## src/sv/assert_macros.svh

```systemverilog
// Assertion macros for the checks in this block's top level.
`ifndef ASSERT_MACROS_SVH
`define ASSERT_MACROS_SVH

// A property that must hold at every clock edge outside reset.
`define CLFW_ASSERT(lbl, prop, msg) \
  lbl: assert property (@(posedge clk) disable iff (!rst_n) prop) else $error(msg);

// A condition that must never be true outside reset.
`define CLFW_NEVER(lbl, cond, msg) \
  lbl: assert property (@(posedge clk) disable iff (!rst_n) !(cond)) else $error(msg);

`endif

```

## src/sv/clfw_pkg.sv

```systemverilog
// Types, codes and helper functions shared by the character LCD frame writer.
package clfw_pkg;

  // Input item kinds.
  typedef enum logic [1:0] {
    KIND_CMD  = 2'd0,
    KIND_DATA = 2'd1,
    KIND_POS  = 2'd2
  } kind_t;

  // Wrap mode register codes; the fourth code acts as plain.
  localparam logic [1:0] WRAP_PLAIN = 2'd0;
  localparam logic [1:0] WRAP_NEXT  = 2'd1;
  localparam logic [1:0] WRAP_STOP  = 2'd2;

  // Frame bytes.
  localparam logic [7:0] SYNC_CMD  = 8'hF8;
  localparam logic [7:0] SYNC_DAT  = 8'hFA;
  localparam logic [7:0] NIB_MASK  = 8'hF0;
  localparam logic [7:0] ADDR_BASE = 8'h80;

  // Byte index of the last byte of a one-frame and a two-frame run.
  localparam logic [2:0] LAST_ONE_FRAME  = 3'd2;
  localparam logic [2:0] LAST_TWO_FRAMES = 3'd5;

  // One queued run of frames: a first frame, an optional command frame, and
  // the cursor address reported on every byte of the run.
  typedef struct packed {
    logic       first_is_data;
    logic [7:0] first_payload;
    logic       two_frames;
    logic [7:0] second_payload;
    logic [5:0] cursor;
  } frame_desc_t;

  // Queue status seen by both sides.
  typedef struct packed {
    logic full;
    logic empty;
  } q_status_t;

  // Display address where each row begins.
  function automatic logic [5:0] row_base(input logic [1:0] row);
    logic [5:0] base;
    case (row)
      2'd0:    base = 6'h00;
      2'd1:    base = 6'h10;
      2'd2:    base = 6'h08;
      default: base = 6'h18;
    endcase
    return base;
  endfunction

  // True when a stepped address has run off the end of a row.
  function automatic logic is_row_end(input logic [5:0] addr);
    return addr inside {6'h08, 6'h10, 6'h18, 6'h20};
  endfunction

  // Start of the next display row, in display order, after a row end.
  function automatic logic [5:0] next_row_start(input logic [5:0] addr);
    logic [5:0] start;
    case (addr)
      6'h08:   start = 6'h10;
      6'h10:   start = 6'h18;
      6'h18:   start = 6'h08;
      default: start = 6'h00;
    endcase
    return start;
  endfunction

endpackage

```

## src/sv/char_lcd_serial_frame_writer_top.sv

```systemverilog
// Top level of the character LCD serial frame writer.
//
//   Channel  Direction  Handshake               Payload
//   in       input      in_valid / in_stall     in_kind, in_value, in_row, in_column
//   out      output     out_valid / out_stall   out_serial_byte, out_last_of_run,
//                                               out_cursor_address
//   cfg      input      cfg_valid / cfg_ready   cfg_wrap_mode
//
// Each item becomes three bytes, or six when a row wrap adds a set-address frame,
// sent by the byte sequencer at one byte per cycle while the output is not stalled.
// Items that cause no bytes are taken without using the queue.
// The front end takes a new item each cycle while the run queue has room.
// Reset is synchronous and active low; it clears the address state and the queue.
// A stalled output holds its byte; the front end keeps working until the queue fills.
`include "assert_macros.svh"

module char_lcd_serial_frame_writer_top #(
  parameter int QUEUE_DEPTH = 2
) (
  input  logic       clk,
  input  logic       rst_n,
  input  logic       in_valid,
  output logic       in_stall,
  input  logic [1:0] in_kind,
  input  logic [7:0] in_value,
  input  logic [1:0] in_row,
  input  logic [2:0] in_column,
  output logic       out_valid,
  input  logic       out_stall,
  output logic [7:0] out_serial_byte,
  output logic       out_last_of_run,
  output logic [5:0] out_cursor_address,
  input  logic       cfg_valid,
  output logic       cfg_ready,
  input  logic [1:0] cfg_wrap_mode
);

  clfw_pkg::frame_desc_t push_desc;
  clfw_pkg::frame_desc_t head_desc;
  clfw_pkg::q_status_t   q_status;
  logic                  push;
  logic                  pop;

  // The wrap mode register takes a write in any cycle.
  assign cfg_ready = 1'b1;

  clfw_front u_front (
    .clk           (clk),
    .rst_n         (rst_n),
    .in_valid      (in_valid),
    .in_stall      (in_stall),
    .in_kind       (in_kind),
    .in_value      (in_value),
    .in_row        (in_row),
    .in_column     (in_column),
    .cfg_valid     (cfg_valid),
    .cfg_wrap_mode (cfg_wrap_mode),
    .q_status      (q_status),
    .push          (push),
    .push_desc     (push_desc)
  );

  clfw_queue #(
    .DEPTH (QUEUE_DEPTH)
  ) u_queue (
    .clk       (clk),
    .rst_n     (rst_n),
    .push      (push),
    .push_desc (push_desc),
    .pop       (pop),
    .head_desc (head_desc),
    .q_status  (q_status)
  );

  clfw_back u_back (
    .clk                (clk),
    .rst_n              (rst_n),
    .head_desc          (head_desc),
    .q_status           (q_status),
    .pop                (pop),
    .out_valid          (out_valid),
    .out_stall          (out_stall),
    .out_serial_byte    (out_serial_byte),
    .out_last_of_run    (out_last_of_run),
    .out_cursor_address (out_cursor_address)
  );

  // The queue can never look full and empty at once.
  `CLFW_NEVER(a_queue_status, q_status.full && q_status.empty, "queue full and empty")
  // The front end never pushes into a full queue.
  `CLFW_NEVER(a_push_full, push && q_status.full, "push into full queue")
  // Inside a run the next byte follows at once with the same cursor address.
  `CLFW_ASSERT(a_run_cont, (out_valid && !out_stall && !out_last_of_run) |=> (out_valid && $stable(out_cursor_address)), "run broken")

endmodule

```

## src/sv/clfw_front.sv

```systemverilog
// Front end: accepts items, tracks the display address and queues frame runs.
module clfw_front (
  input  logic                 clk,
  input  logic                 rst_n,
  input  logic                 in_valid,
  output logic                 in_stall,
  input  logic [1:0]           in_kind,
  input  logic [7:0]           in_value,
  input  logic [1:0]           in_row,
  input  logic [2:0]           in_column,
  input  logic                 cfg_valid,
  input  logic [1:0]           cfg_wrap_mode,
  input  clfw_pkg::q_status_t  q_status,
  output logic                 push,
  output clfw_pkg::frame_desc_t push_desc
);

  logic [1:0] wrap_mode_r;
  logic [5:0] addr_r, addr_nxt;
  logic       half_r, half_nxt;
  logic       blocked_r, blocked_nxt;
  logic       accept;
  logic       emit;
  logic [5:0] pos_addr;
  logic [5:0] step_addr;
  logic [5:0] wrap_addr;

  // The front only waits when the queue has no room.
  assign in_stall = q_status.full;
  assign accept   = in_valid && !in_stall;
  assign push     = accept && emit;

  assign pos_addr  = clfw_pkg::row_base(in_row) + {3'b000, in_column};
  assign step_addr = addr_r + 6'd1;
  assign wrap_addr = clfw_pkg::next_row_start(step_addr);

  // Classify the item and work out the new address state.
  always_comb begin
    emit        = 1'b0;
    addr_nxt    = addr_r;
    half_nxt    = half_r;
    blocked_nxt = blocked_r;
    push_desc.first_is_data  = 1'b0;
    push_desc.first_payload  = in_value;
    push_desc.two_frames     = 1'b0;
    push_desc.second_payload = clfw_pkg::ADDR_BASE + {2'b00, wrap_addr};
    case (in_kind)
      clfw_pkg::KIND_CMD: begin
        emit = 1'b1;
      end
      clfw_pkg::KIND_POS: begin
        emit        = 1'b1;
        addr_nxt    = pos_addr;
        half_nxt    = 1'b0;
        blocked_nxt = 1'b0;
        push_desc.first_payload = clfw_pkg::ADDR_BASE + {2'b00, pos_addr};
      end
      clfw_pkg::KIND_DATA: begin
        if (!(blocked_r && wrap_mode_r == clfw_pkg::WRAP_STOP)) begin
          emit = 1'b1;
          push_desc.first_is_data = 1'b1;
          if (half_r) begin
            half_nxt = 1'b0;
            addr_nxt = step_addr;
            if (clfw_pkg::is_row_end(step_addr)) begin
              if (wrap_mode_r == clfw_pkg::WRAP_NEXT) begin
                addr_nxt             = wrap_addr;
                push_desc.two_frames = 1'b1;
              end else if (wrap_mode_r == clfw_pkg::WRAP_STOP) begin
                blocked_nxt = 1'b1;
              end
            end
          end else begin
            half_nxt = 1'b1;
          end
        end
      end
      default: begin
        emit = 1'b0;
      end
    endcase
    push_desc.cursor = addr_nxt;
  end

  // Address state is updated on every accepted item.
  always_ff @(posedge clk) begin
    if (!rst_n) begin
      addr_r    <= '0;
      half_r    <= 1'b0;
      blocked_r <= 1'b0;
    end else if (accept) begin
      addr_r    <= addr_nxt;
      half_r    <= half_nxt;
      blocked_r <= blocked_nxt;
    end
  end

  // Wrap mode register.
  always_ff @(posedge clk) begin
    if (!rst_n) begin
      wrap_mode_r <= clfw_pkg::WRAP_PLAIN;
    end else if (cfg_valid) begin
      wrap_mode_r <= cfg_wrap_mode;
    end
  end

endmodule

```

## src/sv/clfw_queue.sv

```systemverilog
// Short queue of frame runs between the front end and the byte sequencer.
module clfw_queue #(
  parameter int DEPTH = 2
) (
  input  logic                  clk,
  input  logic                  rst_n,
  input  logic                  push,
  input  clfw_pkg::frame_desc_t push_desc,
  input  logic                  pop,
  output clfw_pkg::frame_desc_t head_desc,
  output clfw_pkg::q_status_t   q_status
);

  localparam int PTR_W = $clog2(DEPTH);
  localparam int CNT_W = $clog2(DEPTH + 1);
  localparam logic [PTR_W-1:0] LAST_PTR = PTR_W'(DEPTH - 1);

  clfw_pkg::frame_desc_t entries_r [DEPTH];
  logic [PTR_W-1:0] wr_ptr_r, wr_ptr_nxt;
  logic [PTR_W-1:0] rd_ptr_r, rd_ptr_nxt;
  logic [CNT_W-1:0] count_r, count_nxt;

  assign head_desc      = entries_r[rd_ptr_r];
  assign q_status.full  = (count_r == CNT_W'(DEPTH));
  assign q_status.empty = (count_r == '0);

  // Pointer and fill count update.
  always_comb begin
    wr_ptr_nxt = wr_ptr_r;
    rd_ptr_nxt = rd_ptr_r;
    count_nxt  = count_r;
    if (push) begin
      wr_ptr_nxt = (wr_ptr_r == LAST_PTR) ? '0 : wr_ptr_r + 1'b1;
    end
    if (pop) begin
      rd_ptr_nxt = (rd_ptr_r == LAST_PTR) ? '0 : rd_ptr_r + 1'b1;
    end
    if (push && !pop) begin
      count_nxt = count_r + 1'b1;
    end else if (pop && !push) begin
      count_nxt = count_r - 1'b1;
    end
  end

  always_ff @(posedge clk) begin
    if (!rst_n) begin
      wr_ptr_r <= '0;
      rd_ptr_r <= '0;
      count_r  <= '0;
    end else begin
      wr_ptr_r <= wr_ptr_nxt;
      rd_ptr_r <= rd_ptr_nxt;
      count_r  <= count_nxt;
    end
  end

  // Entry storage.
  always_ff @(posedge clk) begin
    if (push) begin
      entries_r[wr_ptr_r] <= push_desc;
    end
  end

endmodule

```

## src/sv/clfw_back.sv

```systemverilog
// Back end: walks each queued run and sends one frame byte per cycle while the output is not stalled.
module clfw_back (
  input  logic                  clk,
  input  logic                  rst_n,
  input  clfw_pkg::frame_desc_t head_desc,
  input  clfw_pkg::q_status_t   q_status,
  output logic                  pop,
  output logic                  out_valid,
  input  logic                  out_stall,
  output logic [7:0]            out_serial_byte,
  output logic                  out_last_of_run,
  output logic [5:0]            out_cursor_address
);

  logic [2:0] idx_r, idx_nxt;
  logic       out_valid_r, out_valid_nxt;
  logic [7:0] out_serial_byte_r;
  logic       out_last_of_run_r;
  logic [5:0] out_cursor_address_r;
  logic       slot_free;
  logic       load;
  logic [7:0] byte_sel;
  logic       last_sel;

  assign slot_free = !out_valid_r || !out_stall;
  assign load      = slot_free && !q_status.empty;
  assign pop       = load && last_sel;

  // Pick the byte of the head run at the current index.
  always_comb begin
    last_sel = 1'b0;
    case (idx_r)
      3'd0: byte_sel = head_desc.first_is_data ? clfw_pkg::SYNC_DAT : clfw_pkg::SYNC_CMD;
      3'd1: byte_sel = head_desc.first_payload & clfw_pkg::NIB_MASK;
      3'd2: byte_sel = {head_desc.first_payload[3:0], 4'h0};
      3'd3: byte_sel = clfw_pkg::SYNC_CMD;
      3'd4: byte_sel = head_desc.second_payload & clfw_pkg::NIB_MASK;
      3'd5: byte_sel = {head_desc.second_payload[3:0], 4'h0};
      default: byte_sel = clfw_pkg::SYNC_CMD;
    endcase
    if (head_desc.two_frames) begin
      last_sel = (idx_r == clfw_pkg::LAST_TWO_FRAMES);
    end else begin
      last_sel = (idx_r == clfw_pkg::LAST_ONE_FRAME);
    end
  end

  // Index and output valid update.
  always_comb begin
    idx_nxt       = idx_r;
    out_valid_nxt = out_valid_r;
    if (slot_free) begin
      out_valid_nxt = load;
    end
    if (load) begin
      idx_nxt = last_sel ? 3'd0 : idx_r + 3'd1;
    end
  end

  always_ff @(posedge clk) begin
    if (!rst_n) begin
      idx_r       <= '0;
      out_valid_r <= 1'b0;
    end else begin
      idx_r       <= idx_nxt;
      out_valid_r <= out_valid_nxt;
    end
  end

  // Output payload register.
  always_ff @(posedge clk) begin
    if (load) begin
      out_serial_byte_r    <= byte_sel;
      out_last_of_run_r    <= last_sel;
      out_cursor_address_r <= head_desc.cursor;
    end
  end

  assign out_valid          = out_valid_r;
  assign out_serial_byte    = out_serial_byte_r;
  assign out_last_of_run    = out_last_of_run_r;
  assign out_cursor_address = out_cursor_address_r;

endmodule

```

## config.mk

```make
export PLATFORM = sky130hd
export DESIGN_NAME = char_lcd_serial_frame_writer_top
export DESIGN_NICKNAME = d
export VERILOG_FILES = /design/src/sv/clfw_pkg.sv /design/src/sv/char_lcd_serial_frame_writer_top.sv /design/src/sv/clfw_front.sv /design/src/sv/clfw_queue.sv /design/src/sv/clfw_back.sv
export VERILOG_INCLUDE_DIRS = /design/src /design/src/sv
export SDC_FILE = /design/constraint.sdc
export NUM_CORES = 1
export LEC_CHECK = 0
export ABC_AREA = 1
export ABC_CLOCK_PERIOD_IN_PS = 2400
export BUFFER_PORTS_ARGS = -buffer_cell sky130_fd_sc_hd__buf_2
export CORE_ASPECT_RATIO = 0.6
export CORE_MARGIN = 2
export CORE_UTILIZATION = 52
export CTS_CLUSTER_DIAMETER = 120
export DETAILED_ROUTE_END_ITERATION = 7
export PLACE_DENSITY_LB_ADDON = 0.1
export SLEW_MARGIN = 25
export SYNTH_ARGS = -nofsm -noshare
export SYNTH_HDL_FRONTEND = slang
export SYNTH_SLANG_ARGS = --single-unit
```

## constraint.sdc

```tcl
create_clock -name clk -period 2.4 [get_ports clk]
set_input_delay 0.48 -clock clk [delete_from_list [all_inputs] [get_ports clk]]
set_output_delay 0.48 -clock clk [all_outputs]
set_load 0.01 [all_outputs]
```

==> results.json <==
{
  "drt-vias-per-instance": 4.883,
  "syn-cell-area_sq_um": 3276,
  "dpl.hpwl_um": 5000,
  "portBuffers": 36,
  "clkTransAtPathRegs_ns": 0.07,
  "layout.cells.non_filler": 495,
  "end_kind": "register",
  "crit_path_start_kind": "register",
  "hp-class": "input pin to register",
  "grt_use_met1": 0.3036,
  "worst-path-buf-inv": 2,
  "final_util": 0.6259,
  "yosys-top-cells-count": "nand2_1, edfxtp_1, inv_1",
  "fin_crit_ns": 2.018,
  "grt_usage": 0.2088,
  "status": "finished clean",
  "root_buffer": "clkbuf_8",
  "io_pins": 40,
  "routabilityCongestion": 0.9628,
  "start_util": 0.5360,
  "cts_tree": "done",
  "globalRouteOverflowTotal": 0,
  "finalHoldViolations": 0,
  "cpMostUsedCell": "a21oi_1",
  "powerDensity_nw_per_um2": 934.0,
  "ff2ff_path_depth": 12,
  "vdd_drop_max_uv": 460.6,
  "firstDrtPassIters": 4,
  "dieArea_sq_um": 6971,
  "dieHeight_um": 65.48,
  "min_to": "u_back.out_valid",
  "grt_setup_unrepaired": "no",
  "setup_viol": 0,
  "busiest_layer": "met2",
  "synth_edf_count": 49,
  "slew_headroom": 0.6421,
  "avgSynthCellArea_sq_um": 9.201,
  "cp.arrival_ns": 2.24,
  "crit_chain": "inv_1, ha_1, inv_1, nor2_1, nor2_1, a21oi_1, nand2_1, ha_1, a21oi_1, o21ai_0, o21ai_0, a21oi_1",
  "row_count": 22,
  "crit_required_ns": 2.62,
  "worstReg2RegEnd": "u_queue.count_r[1]",
  "wl_per_cell_um": 13.42,
  "path_max_fanout": 4,
  "fin_tns_setup_ns": 0,
  "synth_area_leader_cell": "edfxtp_1",
  "r2r_slack_ns": 0.38,
  "slowest_stage": "dfxtp_1",
  "remaining_drc_errors": 0,
  "ys.flop_type": "edfxtp_1",
  "cts_sinks": 68,
  "holdBufCountCts": 0,
  "yosysMostFrequentCell": "nand2_1",
  "fin_crit_sh": 0.8408,
  "grt_max_degree": 20,
  "yosysSeqAreaShare": 0.5653,
  "synth_area_leaders": "edfxtp_1, dfxtp_1, nand2_1, inv_1, ha_1",
  "hp-start": "out_stall",
  "async_flop_share": 0,
  "grt_pass1_wl_um": 10800,
  "holdPathStages": 3,
  "path_class": "register to register",
  "crit_start": "u_back.idx_r[0]",
  "finalWirelength_um": 6641,
  "fp.dieW_um": 106.5,
  "drt_iter0_drc": 172,
  "syn_to_final_growth_pct": 16.77,
  "layout-drive-gt1-share": 0.2117,
  "p_leak_uw": 0.001695,
  "met2_usage": 0.3085,
  "max_freq_mhz": 495.5,
  "grtUsageMet3": 0.06349,
  "numCtsBuffers": 9,
  "post_cts_buffers": 0,
  "synth_warnings": 0,
  "antenna_found_initial": 0,
  "cap_violations": 0,
  "cts_buffer_depth": 2,
  "core_area_sq_um": 6111,
  "critPathTopFamily": "compound AO/OA/AOI/OAI gates",
  "vias": 2417,
  "drv_slew": 0,
  "grt_pass1_vias": 2204,
  "antenna_cells": 0,
  "r2r_start": "u_back.idx_r[0]",
  "clock_skew_ns": 0.009030,
  "detail-route-antenna-nets": 0,
  "htreeDepth": 3,
  "nNetsFinal": 439,
  "synth_cell_types": 34,
  "ys_ff_latch": 68,
  "tightest_slew_ns": 0.5313,
  "syn_inst": 356,
  "slowest_delay_ns": 0.34,
  "ctsResizeCount": 0,
  "synth_top_area_share": 0.4492,
  "numPlacedInstances": 479,
  "clock_latency_ns": 0.33
}
==> worst max-delay path by stage <==
stage	to	cells past startpoint	slack (ns)
floorplan	u_queue.entries_r[1][0]	8	0.24
global placement	u_queue.count_r[1]	12	0.24
detailed placement	u_queue.count_r[1]	12	0.15
CTS	u_queue.count_r[1]	12	0.37
global route	u_queue.count_r[1]	12	0.15
finish	u_queue.count_r[1]	12	0.38
==> power by group <==
part / switching (uW) / total (uW) / internal (uW)
combinational: 664 / 1010 / 349
sequential: 106 / 1640 / 1530
clock: 439 / 923 / 485
total: 1210 / 3570 / 2360
==> layout by cell type (no fill, tap or decap), drive strengths merged <==
| cell type | n |
|---|---|
| clkinv | 6 |
| nor3 | 4 |
| nand3 | 20 |
| nor2 | 38 |
| nand2 | 94 |
| clkinvlp | 1 |
| o2111ai | 1 |
| o22ai | 1 |
| inv | 48 |
| o31ai | 1 |
| buf | 47 |
| ha | 11 |
| clkbuf | 9 |
| conb | 3 |
| xor2 | 4 |
| or2 | 1 |
| edfxtp | 49 |
| a21oi | 19 |
| dfxtp | 19 |
| a211oi | 1 |
| nand4 | 3 |
| o221ai | 2 |
| bufinv | 1 |
| o21bai | 1 |
| o21ai | 27 |
==> flip-flops by register name (all words and copies together), names as in the netlist, named ones only <==
register                   cells
u_queue.wr_ptr_r               1
u_front.blocked_r              1
u_back.out_last_of_run         1
u_back.idx_r                   3
u_front.half_r                 1
u_queue.entries_r             36
u_queue.count_r                2
u_queue.rd_ptr_r               1
u_back.out_cursor_address      6
u_back.out_serial_byte         6
u_front.wrap_mode_r            2
u_back.out_valid               1
u_front.addr_r                 6
==> metal layers <==
metal | routed length, um | part of all wire
met1 | 3464 | 0.52
met2 | 2798 | 0.42
met3 | 332 | 0.050
met4 | 45 | 0.0068
met5 | 0 | 0
==> per-stage QoR <==
step	total power (uW)	setup slack, ns	area (sq um)	hold slack [ns]
floorplan	2301	0.2446	3284	0.4301
global placement	2657	0.2361	3627	0.4440
detailed placement	2670	0.1475	3627	0.4454
finish	3573	0.3820	3825	0.4097
global route	3810	0.1548	3825	0.4075
CTS	3592	0.3711	3825	0.4086
==> area by class of cell <==
class                   instances  area, sq um
fillers                       545         2286
flip-flops and latches         68         1852
multi-input cells             231         1199
repair buffers                 47        287.8
inverters                      49        183.9
clock buffers                   9        123.9
well taps                      84        105.1
clock inverters                 7        73.82
==> tightest hold or removal path, stage by stage <==
cell and delay (ns):
buf_2 0.09, nand2_1 0.06, a21oi_1 0.06
==> cells by family after synthesis <==
kind of cell,Yosys count,synth area share
other,2,0.002293
XOR/XNOR,4,0.01069
AO/OA/AOI/OAI,53,0.09282
adder cells (fa/ha/maj),11,0.04202
flip-flops,68,0.5653
buffers and inverters,58,0.07142
AND/OR/NAND/NOR,160,0.2154
Power figures use the tool's default switching activity.
